**config.mk**
```make
export PLATFORM = sky130hd
export DESIGN_NAME = mpq_cell
export DESIGN_NICKNAME = d
export VERILOG_FILES = /design/src/sv/mpq_pkg.sv /design/src/sv/mpq_cell.sv
export SDC_FILE = /design/constraint.sdc
export NUM_CORES = 1
export LEC_CHECK = 0
export BUFFER_PORTS_ARGS = -buffer_cell sky130_fd_sc_hd__buf_2
export CORE_AREA = 2 2 125 127
export CTS_CLUSTER_SIZE = 20
export DETAILED_ROUTE_END_ITERATION = 7
export DIE_AREA = 0 0 127 129
export PLACE_DENSITY = 0.7
export SLEW_MARGIN = 20
export SYNTH_ARGS = -nofsm -noshare
export SYNTH_HDL_FRONTEND = slang
export SYNTH_SLANG_ARGS = --single-unit
export TNS_END_PERCENT = 10
```
**constraint.sdc**
```tcl
create_clock -name clk -period 5.8 [get_ports clk]
set_input_delay 0.58 -clock clk [delete_from_list [all_inputs] [get_ports clk]]
set_output_delay 0.58 -clock clk [all_outputs]
set_load 0.01 [all_outputs]
```
**src/sv/mpq_pkg.sv**
```systemverilog
`default_nettype none

package mpq_pkg;

  localparam int CAPACITY = 64;
  localparam int CNT_W = $clog2(CAPACITY + 1);
  localparam int TOTAL_W = 7;

  localparam logic CMD_INSERT = 1'b0;
  localparam logic CMD_REMOVE = 1'b1;

  typedef enum logic [1:0] {
    ST_INSERTED = 2'd0,
    ST_REMOVED  = 2'd1,
    ST_EMPTY    = 2'd2,
    ST_FULL     = 2'd3
  } status_t;

  typedef struct packed {
    logic [15:0] priority_val;
    logic [31:0] arrival;
    logic [15:0] id;
    logic [15:0] service_time;
  } entry_t;

  typedef struct packed {
    logic ins;
    logic rem;
  } ctrl_t;

  // strict rank order: larger priority, then earlier arrival
  function automatic logic ranks_above(entry_t a, entry_t b);
    logic res;
    if (a.priority_val != b.priority_val) begin
      res = a.priority_val > b.priority_val;
    end else begin
      res = a.arrival < b.arrival;
    end
    return res;
  endfunction

endpackage

`default_nettype wire

```
**src/sv/mpq_cell.sv**
```systemverilog
`default_nettype none

module mpq_cell (
  input  logic            clk,
  input  mpq_pkg::ctrl_t  ctrl,
  input  mpq_pkg::entry_t new_entry,
  input  logic            occupied,
  input  logic            left_take,
  input  mpq_pkg::entry_t left_entry,
  input  mpq_pkg::entry_t right_entry,
  output logic            take,
  output mpq_pkg::entry_t entry
);

  mpq_pkg::entry_t entry_next;

  assign take = ctrl.ins & (~occupied | mpq_pkg::ranks_above(new_entry, entry));

  always_comb begin
    entry_next = entry;
    if (ctrl.rem) begin
      entry_next = right_entry;
    end else if (take) begin
      entry_next = left_take ? left_entry : new_entry;
    end
  end

  always_ff @(posedge clk) begin
    entry <= entry_next;
  end

endmodule

`default_nettype wire

```
# Word-level counts from Yosys, hierarchy flattened
# Cells that the tools add are included.
[word_totals]
register_bits = 80
out_inout_bits = 81
wordCells = 15
input_bits = 245
[op_classes]
reduce_logical = 1
n_bitwise = 3
muxes = 4
order_cmp = 2
n_eq_ne = 1
[op_table]
columns = ["op", "count"]
rows = [
  ["$mux 80", 3],
  ["$lt 32x32->1", 1],
  ["$gt 16x16->1", 1],
  ["$ne 16x16->1", 1],
  ["$reduce_bool 2->1", 1],
  ["$and 1x1->1", 1],
  ["$mux 1", 1],
  ["$not 1->1", 1],
  ["$or 1x1->1", 1],
]

# Depth between registers and ports, before layout
[logic_depth]
word_depth = 6
ltp_mapped = 7
ltp_nobuf = 7

# Worst setup path before layout
# Ideal clock, no wire load.
[synth_timing]
kind = "input to register"
start = "input port new_entry[79] (netlist name)"
end = "register entry[0] (netlist name) (enable)"
slack_ns = -0.092
setup_ns = 0.540
n_path_buf = 0
t_arrival_ns = 5.352
stages = 5
required_time_ns = 5.260
cell_sequence = "ha_1 nand4_1 nor4_1 o2111ai_1 o211ai_1"
[synth_between]
elab_chain_len = 5
word_cells_on_any_way = 6
cone_classes = "order compare (1); eq/ne (1); mux (1); bitwise (2); reduce/logical (1)"
[synth_rtl]
columns = ["element", "line", "source"]
rows = [
  ["from (decl)", "mpq_cell.sv:6", "input mpq_pkg::entry_t new_entry,"],
  ["$gt 16x16->1 or $ne 16x16->1 (tied branches)", "mpq_pkg.sv:35, mpq_pkg.sv:34", ""],
  ["$mux 1 (*)", "mpq_pkg.sv:34", "if (a.priority_val != b.priority_val) begin"],
  ["$or 1x1->1 (*)", "mpq_cell.sv:17", "assign take = ctrl.ins & (~occupied | mpq_pkg::ranks_above(new_entry, entry));"],
  ["$and 1x1->1 (*)", "mpq_cell.sv:17", ""],
  ["$reduce_bool 2->1 (no line) (*)", "-", ""],
  ["to (signal assigned)", "mpq_cell.sv:29", "entry <= entry_next;"],
  ["to (decl)", "mpq_cell.sv:12", "output mpq_pkg::entry_t entry"],
]
# Every way passes the cells marked *; elsewhere a longest branch is shown, timed or not.
# A chain may end at the register's enable or synchronous reset.

# Worst setup path in the final report
[layout_timing]
start = "register entry[79] (netlist name)"
end = "register entry[18] (netlist name) (enable)"
[layout_between]
elab_chain_len = 5
word_cells_on_any_way = 6
cone_classes = "order compare (1); eq/ne (1); mux (1); bitwise (2); reduce/logical (1)"
[layout_rtl]
columns = ["element", "line"]
rows = [
  ["$gt 16x16->1 or $ne 16x16->1 (tied branches)", "mpq_pkg.sv:35, mpq_pkg.sv:34"],
  ["$mux 1 (*)", "mpq_pkg.sv:34"],
  ["$or 1x1->1 (*)", "mpq_cell.sv:17"],
  ["$and 1x1->1 (*)", "mpq_cell.sv:17"],
  ["$reduce_bool 2->1 (no line) (*)", "-"],
]
# Marks and branches as above.

==> metrics.md <==
| Metric | Value |
|---|---|
| Final hold violations | 0 |
| Synthesized area per cell | approximately 10 um^2 |
| Initial standard-cell utilization of the core | 34.9% |
| Layout cells sized above 1 | between 40% and 50% |
| Clk Latency, worst-skew pair | 0.34 ns |
| Part of the Yosys area used for sequential elements | 46.0% |
| Fill cells | 1,486 |
| Hold/Removal Path Class | input pin to register |
| Yosys reg bits | 80 |
| DPL Wire Length | 12,100 um |
| Setup total negative slack | 0 ns |
| Routed via count | roughly 4,900 |
| Avg WL per Cell | between 10 and 15 um |
| CP startpoint kind | register |
| Net count after synthesis | ~810 |
| Number of nets with antenna violations after detailed routing | 0 |
| Hold bufs inserted after CTS | 0 |
| Total leakage power | 3.75 nW |
| Worst reg2reg setup slack | approximately 2.6 ns |
| Cell area after technology mapping | 5230 um^2 |
| Final Slew Violations | 0 |
| Area growth, synth to finish | 40.9% |
| Distinct cell type count of the synthesized netlist | 32 |
| Shortest clock period the worst path allows after layout | about 3.2 ns |
| Area of the placeable core | 15,000 um^2 |
| Critical Path Max Stage Delay | 0.57 ns |
| Number of buffers on the longest clock path | 2 |
| Most Frequent Cell on Critical Path | sky130_fd_sc_hd__buf_4 |
| CP arrival | between 3 and 4 ns |
| Largest registers | entry (80) |
| Overflow after GRT | 0 |
| Count of flip-flops with a built-in enable after synthesis | 80 |
| Start point of the critical path | entry[79] |
| Power per unit of standard cell area | 227 nW/um^2 |
| Overall die area | ~16,000 um^2 |
| Setup skew after layout | 0.00889 ns |
| Last weighted congestion value of the routability-driven placer | just under 0.8 |
| Highest attainable clock frequency | 316 MHz |
| # DRC | 0 |
| Number of instances in the synthesized netlist | between 500 and 600 |
| Pre-Repair DR Iteration Count | 7 |
| Cells traversed along the worst timing path | inv_1 > ha_1 > nand4_1 > a2111oi_0 > o31ai_2 > o211ai_1 > buf_4 > buf_4 |
| Outcome | completed |
| Data required time at the worst endpoint | 5.78 ns |
| Number of maximum-capacitance violations | 0 |
| Peak supply drop | between 0.1 and 0.15 mV |
| TritonCTS clock tree | done |
| Largest reg by FF count | entry |
| Total design power | 1.67 mW |
| Number of gates given a new drive strength after cts | 0 |
| CTS Root Cell | sky130_fd_sc_hd__clkbuf_16 |
| Largest net degree at the start of global routing | 95 |
| CTS H-tree depth | 3 |
| Die Width | between 100 and 150 um |
| Final net count | about 1,100 |
| Unrepaired setup endpoints after global routing | no |
| Global-route wire length before repair | about 23,000 um |
| Async S/R FF share, synth | 0% |
| Origin of the worst min-delay path | right_entry[32] |
| Remaining max-slew budget at the tightest pin | 45.3% |
| Die extent in y | 129 um |
| Number of global-route vias before repair | around 4,600 |
| Transition time of the tightest slew-check pin | about 0.8 ns |
| Final cycle utilization of the critical path | 54.5% |
| Inserted Clock Buffers | 9 |
| Flip-flop count of the largest register after layout | 80 |
| Post-CTS setup-driven buffer insertion count | 0 |
| Count of buffers inserted at the top-level ports | 325 |
| Maximum fanout along the worst path | 45 |
| Classification of the worst setup path | register to register |
| Critical Path End Type | register |
| Startpoint of the most critical register-to-register path | entry[79] |
| Number of sinks handled by clock tree synthesis | 80 |
| Cell with the largest stage delay on the worst path | sky130_fd_sc_hd__a2111oi_0 |
| Initial DRC count | approximately 220 |
| Number of standard-cell rows in the floorplan | between 40 and 50 |
| Synth Warn # | 0 |
| Total of endpoints with negative setup slack in the final report | 0 |
| Post-Route WL | 15,000 um |
| Top-level I/O count | around 330 |
| Antenna violations before repair | 1 |
| Top_reg_cell synth | sky130_fd_sc_hd__edfxtp_1 |
| Clock transition at path regs | about 0.06 ns |
| Via density per instance | about 4.8 |
| All-layer global routing usage | between 15 and 20% |
logic make-up after synthesis:
group | after synthesis | synth area share, %
buffers and inverters | 77 | 5.77
AND/OR/NAND/NOR | 115 | 8.98
AO/OA/AOI/OAI | 120 | 12.7
adder cells (fa/ha/maj) | 47 | 11.3
flip-flops | 80 | 46.0
multiplexers | 80 | 15.3
routing by layer:
metal | GRT usage [%] | wire (um) | vias to the layer above
met4 | 8.27 | 425 | 0
li1 | - | - | 2494
met3 | 5.03 | 1210 | 28
met2 | 30.9 | 7370 | 202
met1 | 20.7 | 6020 | 2161
met5 | 0 | 0 | -
cell type report:
type                            instances  area (um^2)  share of cell area (%)
Antenna cell                            1         2.50                  0.0340
Clock buffer                            9          225                    3.06
Clock inverter                          7         38.8                   0.527
Inverter                               50          188                    2.55
Multi-Input combinational cell        362         2610                    35.4
Sequential cell                        80         2400                    32.6
Tap cell                              188          235                    3.19
Timing Repair Buffer                  329         1660                    22.6
cell usage after synthesis (2+ instances only):
cell type                   count  share of area (%)
sky130_fd_sc_hd__a2111o_1       2               0.43
sky130_fd_sc_hd__a21o_1         2               0.29
sky130_fd_sc_hd__a21oi_1       16                1.5
sky130_fd_sc_hd__buf_2         10               0.96
sky130_fd_sc_hd__clkbuf_1      16                1.1
sky130_fd_sc_hd__edfxtp_1      80                 46
sky130_fd_sc_hd__ha_1          47                 11
sky130_fd_sc_hd__inv_1         50                3.6
sky130_fd_sc_hd__mux2i_1       80                 15
sky130_fd_sc_hd__nand2_1       95                6.8
sky130_fd_sc_hd__nand3_1        2               0.19
sky130_fd_sc_hd__nand4_1        8               0.96
sky130_fd_sc_hd__nor2_1         4               0.29
sky130_fd_sc_hd__nor4_1         2               0.24
sky130_fd_sc_hd__o2111ai_1      2               0.34
sky130_fd_sc_hd__o211ai_1       2               0.29
sky130_fd_sc_hd__o21a_1         2               0.29
sky130_fd_sc_hd__o21ai_0       84                8.0
sky130_fd_sc_hd__o21ai_1        2               0.19
worst max-delay path, delay by kind of cell (launching register included):
family	cells	cell delay, ns
AND/OR/NAND/NOR	1	0.21
flip-flops	1	0.37
buffers and inverters	3	1.06
adder cells (fa/ha/maj)	1	0.30
AO/OA/AOI/OAI	3	0.81
cells in the final DEF (no fill, tap or decap), types with 4 or more instances in the layout:
master                        n
sky130_fd_sc_hd__ha_1        41
sky130_fd_sc_hd__mux2i_1     80
sky130_fd_sc_hd__a21oi_1     16
sky130_fd_sc_hd__nor2_1       4
sky130_fd_sc_hd__clkbuf_16    9
sky130_fd_sc_hd__buf_4        6
sky130_fd_sc_hd__buf_2      323
sky130_fd_sc_hd__nand4_1      8
sky130_fd_sc_hd__ha_4         6
sky130_fd_sc_hd__inv_1       50
sky130_fd_sc_hd__edfxtp_1    80
sky130_fd_sc_hd__o21ai_0     83
sky130_fd_sc_hd__nand2_1     95
report_power, final:
part | total, mW | leakage (nW) | switching (mW) | internal (mW)
logic | 0.422 | 2.80 | 0.227 | 0.195
registers | 0.739 | 0.820 | 0.0237 | 0.715
clock network | 0.513 | 0.130 | 0.228 | 0.285
path summary, 6_finish.rpt:
kind,to,cells after the start
worst max-delay path,entry[18],8
worst min-delay path,entry[32],3
worst min register to register,entry[55],6
worst max register to register,entry[18],8
per-stage QoR:
stage | instance area (um^2) | hold WS [ns] | std cells | setup slack [ns] | util [%]
after floorplan | 5310 | 0.767 | 519 | 0.00354 | -
after global placement | 7100 | 0.859 | 1009 | 2.39 | 47.4
after detailed placement | 7100 | 0.863 | 1009 | 2.29 | 47.4
after CTS | 7360 | 0.501 | 1025 | 2.60 | 49.1
after global routing | 7360 | 0.513 | 1026 | 2.39 | 49.2
final | 7360 | 0.517 | 1026 | 2.64 | 49.2
(Power assumes the default switching activity.)
